## config.mk

```make
export PLATFORM = sky130hd
export DESIGN_NAME = provisioning_backoff_controller_core_flat
export DESIGN_NICKNAME = d
export VERILOG_FILES = /design/src/rtl/pbc_pkg.sv /design/src/rtl/pbc_if.sv /design/src/rtl/pbc_tick.sv /design/src/rtl/provisioning_backoff_controller_core.sv /design/src/flat_wrapper.sv
export SDC_FILE = /design/constraint.sdc
export NUM_CORES = 1
export LEC_CHECK = 0
export ABC_AREA = 1
export ABC_CLOCK_PERIOD_IN_PS = 6250
export BUFFER_PORTS_ARGS = -buffer_cell sky130_fd_sc_hd__buf_2
export CAP_MARGIN = 40
export CORE_MARGIN = 5
export CORE_UTILIZATION = 60
export DETAILED_ROUTE_END_ITERATION = 12
export PLACE_DENSITY = 0.77
export SLEW_MARGIN = 20
export SYNTH_ARGS = -nofsm -noshare
export SYNTH_HDL_FRONTEND = slang
export SYNTH_SLANG_ARGS = --single-unit
```

## constraint.sdc

```tcl
create_clock -name clk -period 6.25 [get_ports clk]
set_input_delay 0.3125 -clock clk [delete_from_list [all_inputs] [get_ports clk]]
set_output_delay 0.3125 -clock clk [all_outputs]
set_load 0.005 [all_outputs]
```

## src/rtl/pbc_pkg.sv

```systemverilog
// Package: shared types and constants of the provisioning backoff controller.
`timescale 1ns / 1ps

package pbc_pkg;

    // Controller phases
    typedef enum logic [1:0] {
        PH_INITIAL = 2'd0,
        PH_ENABLE  = 2'd1,
        PH_NEXT    = 2'd2
    } phase_t;

    // Profile type codes
    localparam logic [1:0] PROF_OTHER = 2'd0;
    localparam logic [1:0] PROF_PROV  = 2'd1;
    localparam logic [1:0] PROF_OPER  = 2'd2;

    // Configuration register indexes
    localparam int CFG_INDEX_W = 2;
    localparam int CFG_DATA_W  = 22;
    localparam logic [CFG_INDEX_W-1:0] CFG_BLOCK_ENABLE  = 2'd0;
    localparam logic [CFG_INDEX_W-1:0] CFG_INITIAL_WAIT  = 2'd1;
    localparam logic [CFG_INDEX_W-1:0] CFG_ENABLE_WAIT   = 2'd2;
    localparam logic [CFG_INDEX_W-1:0] CFG_MAX_WAIT      = 2'd3;

    // Register reset values
    localparam logic [15:0] INITIAL_WAIT_RESET = 16'd3600;
    localparam logic [15:0] ENABLE_WAIT_RESET  = 16'd600;
    localparam logic [21:0] MAX_WAIT_RESET     = 22'd21600;

    localparam logic [31:0] TICK_COUNT_MAX = 32'hFFFF_FFFF;
    localparam logic [4:0]  ATTEMPT_RESET  = 5'd1;

    typedef struct packed {
        logic        block_enable;
        logic [15:0] initial_wait_seconds;
        logic [15:0] enable_wait_seconds;
        logic [21:0] max_wait_seconds;
    } cfg_t;

    // backoff_seconds holds the backoff period in seconds; the tick limit is
    // that value divided by the tick length, compared as a product instead.
    typedef struct packed {
        phase_t      phase;
        logic [31:0] tick_count;
        logic [4:0]  attempt_number;
        logic [31:0] backoff_seconds;
    } state_t;

    typedef struct packed {
        logic       network_enable;
        logic       network_disable;
        logic       request_seed_update;
        logic       request_card_disable;
        logic [1:0] phase_now;
    } result_t;

endpackage

```

## src/rtl/pbc_if.sv

```systemverilog
// Interfaces: configuration write, tick input and action output channels.
`timescale 1ns / 1ps

interface pbc_cfg_if;
    logic                             valid;
    logic                             ready;
    logic [pbc_pkg::CFG_INDEX_W-1:0]  index;
    logic [pbc_pkg::CFG_DATA_W-1:0]   data;

    modport source (output valid, index, data, input ready);
    modport sink   (input valid, index, data, output ready);
endinterface

interface pbc_tick_if;
    logic       valid;
    logic       ready;
    logic [1:0] profile_type;

    modport source (output valid, profile_type, input ready);
    modport sink   (input valid, profile_type, output ready);
endinterface

interface pbc_action_if;
    logic       valid;
    logic       ready;
    logic       network_enable;
    logic       network_disable;
    logic       request_seed_update;
    logic       request_card_disable;
    logic [1:0] phase_now;

    modport source (output valid, network_enable, network_disable, request_seed_update,
                    request_card_disable, phase_now, input ready);
    modport sink   (input valid, network_enable, network_disable, request_seed_update,
                    request_card_disable, phase_now, output ready);
endinterface

```

## src/rtl/pbc_tick.sv

```systemverilog
// Tick logic: next controller state and action bits for one tick.
`timescale 1ns / 1ps

module pbc_tick #(
    parameter int TICK_SECONDS = 10,
    parameter int MAX_ATTEMPTS = 16
) (
    input  pbc_pkg::cfg_t    cfg,
    input  pbc_pkg::state_t  state,
    input  logic [1:0]       profile_type,
    output pbc_pkg::state_t  state_next,
    output pbc_pkg::result_t result
);

    localparam int TW = $clog2(TICK_SECONDS + 1);
    localparam int PW = 32 + TW;

    logic [PW-1:0] secs_now;     // tick_count * TICK_SECONDS
    logic [PW:0]   secs_after;   // (tick_count + 1) * TICK_SECONDS
    logic [3:0]    shift;
    logic [31:0]   tn;
    logic [31:0]   backoff_eff;
    logic          t_is_one;
    logic          zero_t;
    logic          prov;
    logic          oper;
    pbc_pkg::phase_t ph;

    assign secs_now   = PW'(state.tick_count) * PW'(TICK_SECONDS);
    assign secs_after = (PW+1)'(secs_now) + (PW+1)'(TICK_SECONDS);
    assign shift      = 4'(state.attempt_number - 5'd1);
    // shift <= 15, so the period always fits in 32 bits
    assign tn         = (32'(cfg.initial_wait_seconds) << shift)
                        + 32'(cfg.enable_wait_seconds);
    assign t_is_one   = (state.tick_count == 32'd1);
    assign backoff_eff = t_is_one ? tn : state.backoff_seconds;
    assign prov       = (profile_type == pbc_pkg::PROF_PROV);
    assign oper       = (profile_type == pbc_pkg::PROF_OPER);

    always_comb
    begin
        state_next = state;
        result     = '0;
        ph         = state.phase;
        zero_t     = 1'b0;

        if (cfg.block_enable)
        begin
            unique case (state.phase)
                pbc_pkg::PH_ENABLE:
                begin
                    if (t_is_one)
                    begin
                        result.network_enable      = 1'b1;
                        result.request_seed_update = 1'b1;
                    end
                    // t >= enable_wait / TICK  <=>  enable_wait < (t+1)*TICK
                    else if ((PW+1)'(cfg.enable_wait_seconds) < secs_after && prov)
                    begin
                        ph     = pbc_pkg::PH_NEXT;
                        zero_t = 1'b1;
                    end
                end
                pbc_pkg::PH_NEXT:
                begin
                    if (t_is_one)
                    begin
                        state_next.backoff_seconds = tn;
                        if (tn > 32'(cfg.max_wait_seconds))
                        begin
                            ph     = pbc_pkg::PH_INITIAL;
                            zero_t = 1'b1;
                            state_next.attempt_number = pbc_pkg::ATTEMPT_RESET;
                        end
                        else
                        begin
                            result.network_disable      = 1'b1;
                            result.request_card_disable = 1'b1;
                            if (state.attempt_number < 5'(MAX_ATTEMPTS))
                                state_next.attempt_number = state.attempt_number + 5'd1;
                            else
                                state_next.attempt_number = 5'(MAX_ATTEMPTS);
                        end
                    end
                    // t > backoff / TICK  <=>  backoff < t*TICK
                    if (!zero_t && PW'(backoff_eff) < secs_now)
                    begin
                        ph     = pbc_pkg::PH_ENABLE;
                        zero_t = 1'b1;
                    end
                end
                default:
                begin
                    // initial wait; the unused phase code behaves the same
                    ph = pbc_pkg::PH_INITIAL;
                    if ((PW+1)'(cfg.initial_wait_seconds) < secs_after)
                    begin
                        if (prov)
                            ph = pbc_pkg::PH_NEXT;
                        else if (!oper)
                            ph = pbc_pkg::PH_ENABLE;
                        zero_t = 1'b1;
                    end
                end
            endcase

            if (oper)
            begin
                result.network_enable = 1'b1;
                zero_t                = 1'b1;
            end

            state_next.phase = ph;
            if (zero_t)
                state_next.tick_count = 32'd1;
            else if (state.tick_count != pbc_pkg::TICK_COUNT_MAX)
                state_next.tick_count = state.tick_count + 32'd1;
        end

        result.phase_now = ph;
    end

endmodule

```

## src/rtl/provisioning_backoff_controller_core.sv

```systemverilog
// Top level: provisioning backoff controller with config port and action output register.
`timescale 1ns / 1ps

// Channel  | Dir | Handshake       | Payload
// ---------+-----+-----------------+-------------------------------------------
// cfg      | in  | valid / ready   | index (register 0..3), data (22 bits)
// tick     | in  | valid / ready   | profile_type
// action   | out | valid / ready   | enable/disable pulses, seed and card
//          |     |                 | requests, phase_now
//
// One tick transaction per clock. Its action is held in the output register
// and shown the cycle after acceptance. tick.ready is high whenever that
// register is empty or is being drained, so a stalled action stalls ticks
// only while it is actually blocked. The longest path is the tick count times
// TICK_SECONDS multiply followed by a compare. cfg is always ready.
// Reset loads the register defaults, clears the state and empties the output.

module provisioning_backoff_controller_core #(
    parameter int TICK_SECONDS = 10,
    parameter int MAX_ATTEMPTS = 16
) (
    input  logic               clk,
    input  logic               rst_n,
    pbc_cfg_if.sink            cfg,
    pbc_tick_if.sink           tick,
    pbc_action_if.source       action
);

    pbc_pkg::cfg_t    cfg_reg;
    pbc_pkg::state_t  state_reg;
    pbc_pkg::state_t  state_next;
    pbc_pkg::result_t result_next;
    pbc_pkg::result_t result_reg;
    logic             valid_reg;
    logic             tick_accept;

    assign cfg.ready   = 1'b1;
    assign tick.ready  = !valid_reg || action.ready;
    assign tick_accept = tick.valid && tick.ready;

    // Register writes
    always_ff @(posedge clk or negedge rst_n)
    begin
        if (!rst_n)
        begin
            cfg_reg.block_enable         <= 1'b0;
            cfg_reg.initial_wait_seconds <= pbc_pkg::INITIAL_WAIT_RESET;
            cfg_reg.enable_wait_seconds  <= pbc_pkg::ENABLE_WAIT_RESET;
            cfg_reg.max_wait_seconds     <= pbc_pkg::MAX_WAIT_RESET;
        end
        else if (cfg.valid)
        begin
            unique case (cfg.index)
                pbc_pkg::CFG_BLOCK_ENABLE: cfg_reg.block_enable         <= cfg.data[0];
                pbc_pkg::CFG_INITIAL_WAIT: cfg_reg.initial_wait_seconds <= cfg.data[15:0];
                pbc_pkg::CFG_ENABLE_WAIT:  cfg_reg.enable_wait_seconds  <= cfg.data[15:0];
                pbc_pkg::CFG_MAX_WAIT:     cfg_reg.max_wait_seconds     <= cfg.data;
            endcase
        end
    end

    pbc_tick #(
        .TICK_SECONDS (TICK_SECONDS),
        .MAX_ATTEMPTS (MAX_ATTEMPTS)
    ) u_tick (
        .cfg          (cfg_reg),
        .state        (state_reg),
        .profile_type (tick.profile_type),
        .state_next   (state_next),
        .result       (result_next)
    );

    // Controller state advances once per accepted tick
    always_ff @(posedge clk or negedge rst_n)
    begin
        if (!rst_n)
        begin
            state_reg.phase           <= pbc_pkg::PH_INITIAL;
            state_reg.tick_count      <= '0;
            state_reg.attempt_number  <= pbc_pkg::ATTEMPT_RESET;
            state_reg.backoff_seconds <= '0;
        end
        else if (tick_accept)
        begin
            state_reg <= state_next;
        end
    end

    // Output register
    always_ff @(posedge clk or negedge rst_n)
    begin
        if (!rst_n)
            valid_reg <= 1'b0;
        else if (tick_accept)
            valid_reg <= 1'b1;
        else if (action.ready)
            valid_reg <= 1'b0;
    end

    always_ff @(posedge clk)
    begin
        if (tick_accept)
            result_reg <= result_next;
    end

    assign action.valid                = valid_reg;
    assign action.network_enable       = result_reg.network_enable;
    assign action.network_disable      = result_reg.network_disable;
    assign action.request_seed_update  = result_reg.request_seed_update;
    assign action.request_card_disable = result_reg.request_card_disable;
    assign action.phase_now            = result_reg.phase_now;

    // Card disable and network disable are issued together
    a_disable_pair: assert property (@(posedge clk) disable iff (!rst_n)
        action.valid |-> (action.network_disable == action.request_card_disable))
        else $error("network_disable without matching card disable");

    // A tick with the block off leaves the state alone
    a_hold_when_off: assert property (@(posedge clk) disable iff (!rst_n)
        (tick_accept && !cfg_reg.block_enable) |=> $stable(state_reg))
        else $error("state changed while block disabled");

    // Attempt number stays in 1..MAX_ATTEMPTS
    a_attempt_range: assert property (@(posedge clk) disable iff (!rst_n)
        (state_reg.attempt_number != 5'd0)
        && (state_reg.attempt_number <= 5'(MAX_ATTEMPTS)))
        else $error("attempt number out of range");

    // Every accepted tick yields an action in the next cycle
    a_tick_to_action: assert property (@(posedge clk) disable iff (!rst_n)
        tick_accept |=> action.valid)
        else $error("accepted tick produced no action");

endmodule

```

## src/flat_wrapper.sv

```systemverilog
// flat-port wrapper written by rule: the top's interface ports become plain ports
module provisioning_backoff_controller_core_flat 
#(
    parameter int TICK_SECONDS = 10,
    parameter int MAX_ATTEMPTS = 16
)
  (clk, rst_n, cfg_valid, cfg_index, cfg_data, cfg_ready, tick_valid, tick_profile_type, tick_ready, action_valid, action_network_enable, action_network_disable, action_request_seed_update, action_request_card_disable, action_phase_now, action_ready);
  pbc_cfg_if cfg_i ();
  pbc_tick_if tick_i ();
  pbc_action_if action_i ();
  input  logic clk;
  input  logic rst_n;
  input wire logic [$bits(cfg_i.valid)-1:0] cfg_valid;
  input wire logic [$bits(cfg_i.index)-1:0] cfg_index;
  input wire logic [$bits(cfg_i.data)-1:0] cfg_data;
  output wire logic [$bits(cfg_i.ready)-1:0] cfg_ready;
  input wire logic [$bits(tick_i.valid)-1:0] tick_valid;
  input wire logic [$bits(tick_i.profile_type)-1:0] tick_profile_type;
  output wire logic [$bits(tick_i.ready)-1:0] tick_ready;
  output wire logic [$bits(action_i.valid)-1:0] action_valid;
  output wire logic [$bits(action_i.network_enable)-1:0] action_network_enable;
  output wire logic [$bits(action_i.network_disable)-1:0] action_network_disable;
  output wire logic [$bits(action_i.request_seed_update)-1:0] action_request_seed_update;
  output wire logic [$bits(action_i.request_card_disable)-1:0] action_request_card_disable;
  output wire logic [$bits(action_i.phase_now)-1:0] action_phase_now;
  input wire logic [$bits(action_i.ready)-1:0] action_ready;
  assign cfg_i.valid = cfg_valid;
  assign cfg_i.index = cfg_index;
  assign cfg_i.data = cfg_data;
  assign cfg_ready = cfg_i.ready;
  assign tick_i.valid = tick_valid;
  assign tick_i.profile_type = tick_profile_type;
  assign tick_ready = tick_i.ready;
  assign action_valid = action_i.valid;
  assign action_network_enable = action_i.network_enable;
  assign action_network_disable = action_i.network_disable;
  assign action_request_seed_update = action_i.request_seed_update;
  assign action_request_card_disable = action_i.request_card_disable;
  assign action_phase_now = action_i.phase_now;
  assign action_i.ready = action_ready;
  provisioning_backoff_controller_core #(.TICK_SECONDS(TICK_SECONDS), .MAX_ATTEMPTS(MAX_ATTEMPTS)) u_core (.clk(clk), .rst_n(rst_n), .cfg(cfg_i), .tick(tick_i), .action(action_i));
endmodule
```

-- Yosys cells after proc, flatten, opt, wreduce, memory -nomap -nowiden
Index checks and enable logic that the tools add are counted.
- bits of input ports: 31
- memory bits (read-only): 0
- latch bits: 0
- register bits after elaboration: 132
- logic and storage cells: 83
- bits in writable memories: 0
- memories kept: 0
- $lt $le $gt $ge: 5
- reduce and logical (&&, ||, !) cells: 17
- mux-type cells: 32
- div/mod/pow operators: 0
- eq/ne operators: 9
- $add $sub $neg: 5
- bitwise operators: 0
- shift-type cells: 1
- multipliers: 1
- operators by type and width (kind ; count):
    $mux W32 ; 3
    $lt A16 B37 Y1 ; 2
    $add A36 B4 Y37 const B ; 1
    $lt A32 B36 Y1 ; 1
    $mul A32 B3 Y35 const B ; 1
    $add A32 B1 Y32 const B ; 1
    $add A32 B16 Y32 ; 1
    $eq A32 B1 Y1 const B ; 1
    $gt A32 B22 Y1 ; 1
    $ne A32 B32 Y1 const B ; 1
    $shl A16 B4 Y32 ; 1
    $mux W1 ; 17
    $mux W2 ; 8
    $mux W5 ; 2
    $reduce_and A2 Y1 ; 5
    $eq A2 B2 Y1 const B ; 4
    $eq A2 B1 Y1 const B ; 3
    $reduce_and A3 Y1 ; 2
    $add A5 B1 Y5 const B ; 1
    $lt A5 B5 Y1 const B ; 1
    $pmux W2 S2 ; 1
    $reduce_and A4 Y1 ; 1
    $reduce_bool A2 Y1 ; 2
    $sub A4 B1 Y4 const B ; 1
    other kinds (5) ; 8

-- Depth between registers and ports, before layout
- depth after elaboration: 16
- depth in mapped cells: 46
- gate-level depth less buffers: 42

-- By module
From an unflattened synthesis, not the netlist that was laid out.
- cell total of the unflattened synthesis: 2526
- area, all modules: 15668.8 um^2
- modules (own cells, without submodules) (module ; seq. area each (um^2) ; area each (um^2) ; cells an instance ; times used):
    pbc_tick ; 0.0 ; 10208.5 ; 1962 ; 1
    provisioning_backoff_controller_core ; 3375.7 ; 5460.2 ; 564 ; 1

-- Worst setup path after synthesis
Ideal clock, no wire load.
- kind: register to register
- from: reg u_core.state_reg[32] (netlist bit)
- to: reg u_core.state_reg[50] (netlist bit)
- slack: 726 ps
- required time: 6165 ps
- buffers on the path: 5
- library setup time: 85 ps
- data arrival time: 5438 ps
- stages on the path, launching flop included: 43
- period minus slack after synthesis: 5524 ps
- cells stage by stage: dfstp_2 buf_2 inv_2 buf_4 ha_1 xnor2_2 inv_4 buf_8 buf_6 nand2_1 nand2_1 inv_1 nor2_1 ha_1 nand2_1 inv_1 nand3_1 o21ai_0 (+7 left out) nand2_1 inv_1 a221oi_1 nand2_1 nand2_1 nand3_1 nor2_1 nand2_1 nor2_2 nand3_2 nand2_2 nand2_2 nand2_1 nand2_1 nand2_2 nand2_4 buf_12 a22oi_4
- word-level cells in the longest chain between the ends: 16
- elaborated cells between the ends (all ways): 19
- classes of those cells: 2 x add/sub; 2 x order compare; 1 x shift; 10 x mux; 4 x reduce/logical
- ends and longest elaborated chain (item ; line ; source):
    from (decl) ; provisioning_backoff_controller_core.sv:30 ; pbc_pkg::state_t state_reg;
    from (signal assigned) ; provisioning_backoff_controller_core.sv:85 ; state_reg <= state_next;
    $sub A4 B1 Y4 * ; pbc_tick.sv:31 ; assign shift = 4'(state.attempt_number - 5'd1);
    $shl A16 B4 Y32 * ; pbc_tick.sv:33 ; assign tn = (32'(cfg.initial_wait_seconds) << shift)
    $add A32 B16 Y32 * ; pbc_tick.sv:34 ; + 32'(cfg.enable_wait_seconds);
    net u_core.u_tick.tn[21] ; pbc_tick.sv:21 ; logic [31:0] tn;
    $gt A32 B22 Y1 ; pbc_tick.sv:69 ; if (tn > 32'(cfg.max_wait_seconds))
    $mux W1 ; pbc_tick.sv:69 ;
    $mux W1 ; pbc_tick.sv:66 ; if (t_is_one)
    $mux W1 ; pbc_tick.sv:49 ; unique case (state.phase)
    $mux W1 ; pbc_tick.sv:47 ; if (cfg.block_enable)
    $logic_not A1 Y1 ; pbc_tick.sv:86 ; if (!zero_t && PW'(backoff_eff) < secs_now)
    $logic_and A1 B1 Y1 ; pbc_tick.sv:86 ;
    $mux W1 * ; pbc_tick.sv:86 ;
    $pmux W1 S2 * ; pbc_tick.sv:49 ;
    $mux W1 * ; pbc_tick.sv:107 ; if (oper)
    $mux W1 * ; pbc_tick.sv:47 ;
    $reduce_bool A2 Y1 (no line) ; n/a ;
    $reduce_and A3 Y1 (no line) ; n/a ;
Mark *: on every way through the listed nets, which the timed path passes. The rest lies on a longest branch. The select of a mux whose other input is x is not followed.
A chain may end at the register's enable or synchronous reset.

-- Worst setup path in the final report
- from: reg u_core.state_reg[32] (netlist bit)
- to: reg u_core.state_reg[49] (netlist bit)
Same word-level chain as after synthesis.

==> results_dict.tcl <==
set metrics [dict create \
    status "complete, no violations" \
    drc_errors 0 \
    largest_reg_flops 70 \
    setup_viol 0 \
    grt-ovfl-total 0 \
    grt_util_met2 0.5447 \
    drtIter0Drc 1257 \
    crit_slowest_cell "dfstp_2" \
    busiest_layer "met2" \
    synth_edf_count 5 \
    antenna_found_initial 0 \
    r2r_end "u_core.state_reg[49]" \
    use_met1 0.3820 \
    required_ns 6.62 \
    timing.critical_path.mode_cell "nand2_1" \
    synthesis.nets 2480 \
    clock-root-buffer "clkbuf_16" \
    netlist.area_leader.share 0.1906 \
    post-route-period-util 0.9398 \
    min_to "u_core.cfg_reg[31]" \
    hold_class "in2reg" \
    peakVddDrop_v 0.0005117 \
    nNetsFinal 2529 \
    cts_tree "yes" \
    crit_path_end_kind "flop" \
    path_class "reg2reg" \
    ys_seq_area_frac 0.2258 \
    hold_viol 0 \
    p_leak_nw 8.428 \
    synth.most_common_cell "nand2_1" \
    fp.coreArea_um2 24250 \
    postSynthCellCount 2283 \
    grt_pass1_vias 14204 \
    relSlewSlack 0.4224 \
    rrSetupSlack_ns 0.38 \
    num_vias 15004 \
    grt_usage 0.3117 \
    synthTopCellsByCount "nand2_1, inv_1, nor2_1, ha_1, o21ai_0" \
    cpPeakStageDelay_ns 0.54 \
    wire_per_inst_um 16.60 \
    synth_area_leader_cell "dfrtp_1" \
    fin_crit_ns 5.873 \
    cts_max_level 4 \
    synthToLayoutAreaGrowth_pct 9.699 \
    stdcell_count 2669 \
    max-clock-path-buffers 2 \
    fmax_mhz 170.3 \
    p_per_area_nw_per_um2 546.0 \
    async_flop_share 0.9618 \
    routabilityCongestion 0.9590 \
    rows 57 \
    fin_setup_tns_ns 0 \
    synth.area.top_cells "dfrtp_1, nand2_1, ha_1" \
    num_antenna_cells 0 \
    die_h_um 166.6 \
    place_area_um2 15230 \
    grt_max_degree 51 \
    dp_slack_ns -0.2637 \
    maxCapViolCount 0 \
    drv_slew 0 \
    crit_fanout 12 \
    cts_inserted_buffers 17 \
    routed_wl_mm 44.32 \
    dieArea_um2 27740 \
    cts.sink_count 131 \
    io_pins 40 \
    synth_cell_types 67 \
    ant_nets 0 \
    power.total_mw 8.809 \
    nFillCells 2286 \
    worstMarginPinSlew_ns 0.8605 \
    grt_pass1_wl_mm 71.09 \
    synth_ff_type "dfrtp_1" \
    synth_warnings 0 \
    use_met3 0.04266 \
    die_x_um 166.6 \
    rr_startpoint "u_core.state_reg[32]" \
    clk-insertion-delay-late_ns 0.44 \
    drive_above_1_share 0.1075 \
    start_util 0.6065 \
    start_kind "flop" \
    skew_ns 0.01345 \
    finalWorstSetupSlack_ns 0.3765 \
    min_path_cells 3 \
    hold_start "cfg_data[9]" \
    stdcell_area_um2 16130 \
    port_buffers 38 \
    ys_ff_latch 131 \
    postSynthAreaPerCell_um2 6.442 \
    clk_pin_slew_ns 0.07 \
    synth_area_um2 14710 \
    crit_arrival_ns 6.24 \
    reg2regPathDepth 35 \
    dp_cells 2620 \
    drt_pass1_iterations 7 \
    dp.final_hpwl_mm 35.63 \
    vias_per_cell 5.622 \
]
[timing repair]
item | in CTS | in global routing
hold buffers | 1 | 0
gates cloned | 0 | 3
endpoints found under the hold margin | 46 | 0
pin swaps | 0 | 10
setup buffers | 0 | 13
gates resized for setup | 4 | 34
setup endpoints to repair | 26 | 36
[cells in the final DEF (no fill, tap or decap), types with 31 or more instances in the layout]
master,instances
a21oi_1,89
a21oi_2,31
buf_2,38
dfrtp_1,112
ha_1,160
inv_1,319
nand2_1,713
nand3_1,143
nand4_1,51
nor2_1,198
o21ai_0,159
xor2_1,48
[metrics by stage]
stage          utilization  hold slack, ns
2_1_floorplan            -         0.01691
3_3_place_gp        0.6255          0.3663
3_5_place_dp        0.6279          0.3728
4_1_cts             0.6542          0.1185
5_1_grt             0.6653          0.1289
6_report            0.6653          0.1195
[layer usage]
layer  share of wire  wire [um]  vias to the layer above
li1                -          -                     7498
met1            0.42      18610                     6864
met2            0.48      21360                      530
met3           0.051       2245                      112
met4           0.047       2100                        0
met5               0          0                        -
[logic make-up after synthesis]
logic type,share of synthesized area
AND/OR/NAND/NOR,0.3543
buffers and inverters,0.1034
AO/OA/AOI/OAI,0.1347
adder cells (fa/ha/maj),0.1422
flip-flops,0.2258
XOR/XNOR,0.03863
other,0.0002550
multiplexers,0.0006806
[power breakdown]
group          switching, mW  leakage [nW]  internal [mW]
sequential             0.171          1.60           1.07
combinational           4.18          6.53           2.32
clock                  0.495         0.296          0.577
total                   4.84          8.43           3.96
[how the worst max path moves through the flow]
stage	start	end	slack, ns	cells after the start
global route	u_core.state_reg[32]	u_core.state_reg[57]	-0.007	36
CTS	u_core.state_reg[32]	u_core.state_reg[67]	0.03	34
finish	u_core.state_reg[32]	u_core.state_reg[49]	0.38	35
global placement	u_core.state_reg[32]	u_core.state_reg[50]	-0.12	34
floorplan	u_core.state_reg[32]	u_core.state_reg[50]	0.73	42
detailed placement	u_core.state_reg[32]	u_core.state_reg[67]	-0.26	34
[final cells by class]
cell class	count	area, um2	share of cell area
multi-input cells	1776	10000	0.6198
flip-flops and latches	131	3321	0.2058
inverters	331	1264	0.07833
repair buffers	74	531.8	0.03296
clock buffers	17	425.4	0.02637
well taps	324	405.4	0.02513
clock inverters	15	181.4	0.01125
repair inverters	1	5.005	0.0003102
[critical path: cells and delay by family (launching register included)]
kind	cells	cell delay, ns
AOI/OAI and AO/OA	9	1.38
DFF	1	0.54
and+or+nand+nor	18	2.01
xor gates and xnor gates	1	0.19
adders and majority gates	3	1.13
buffers and inverters	4	0.51
Power figures use the tool's default switching activity.
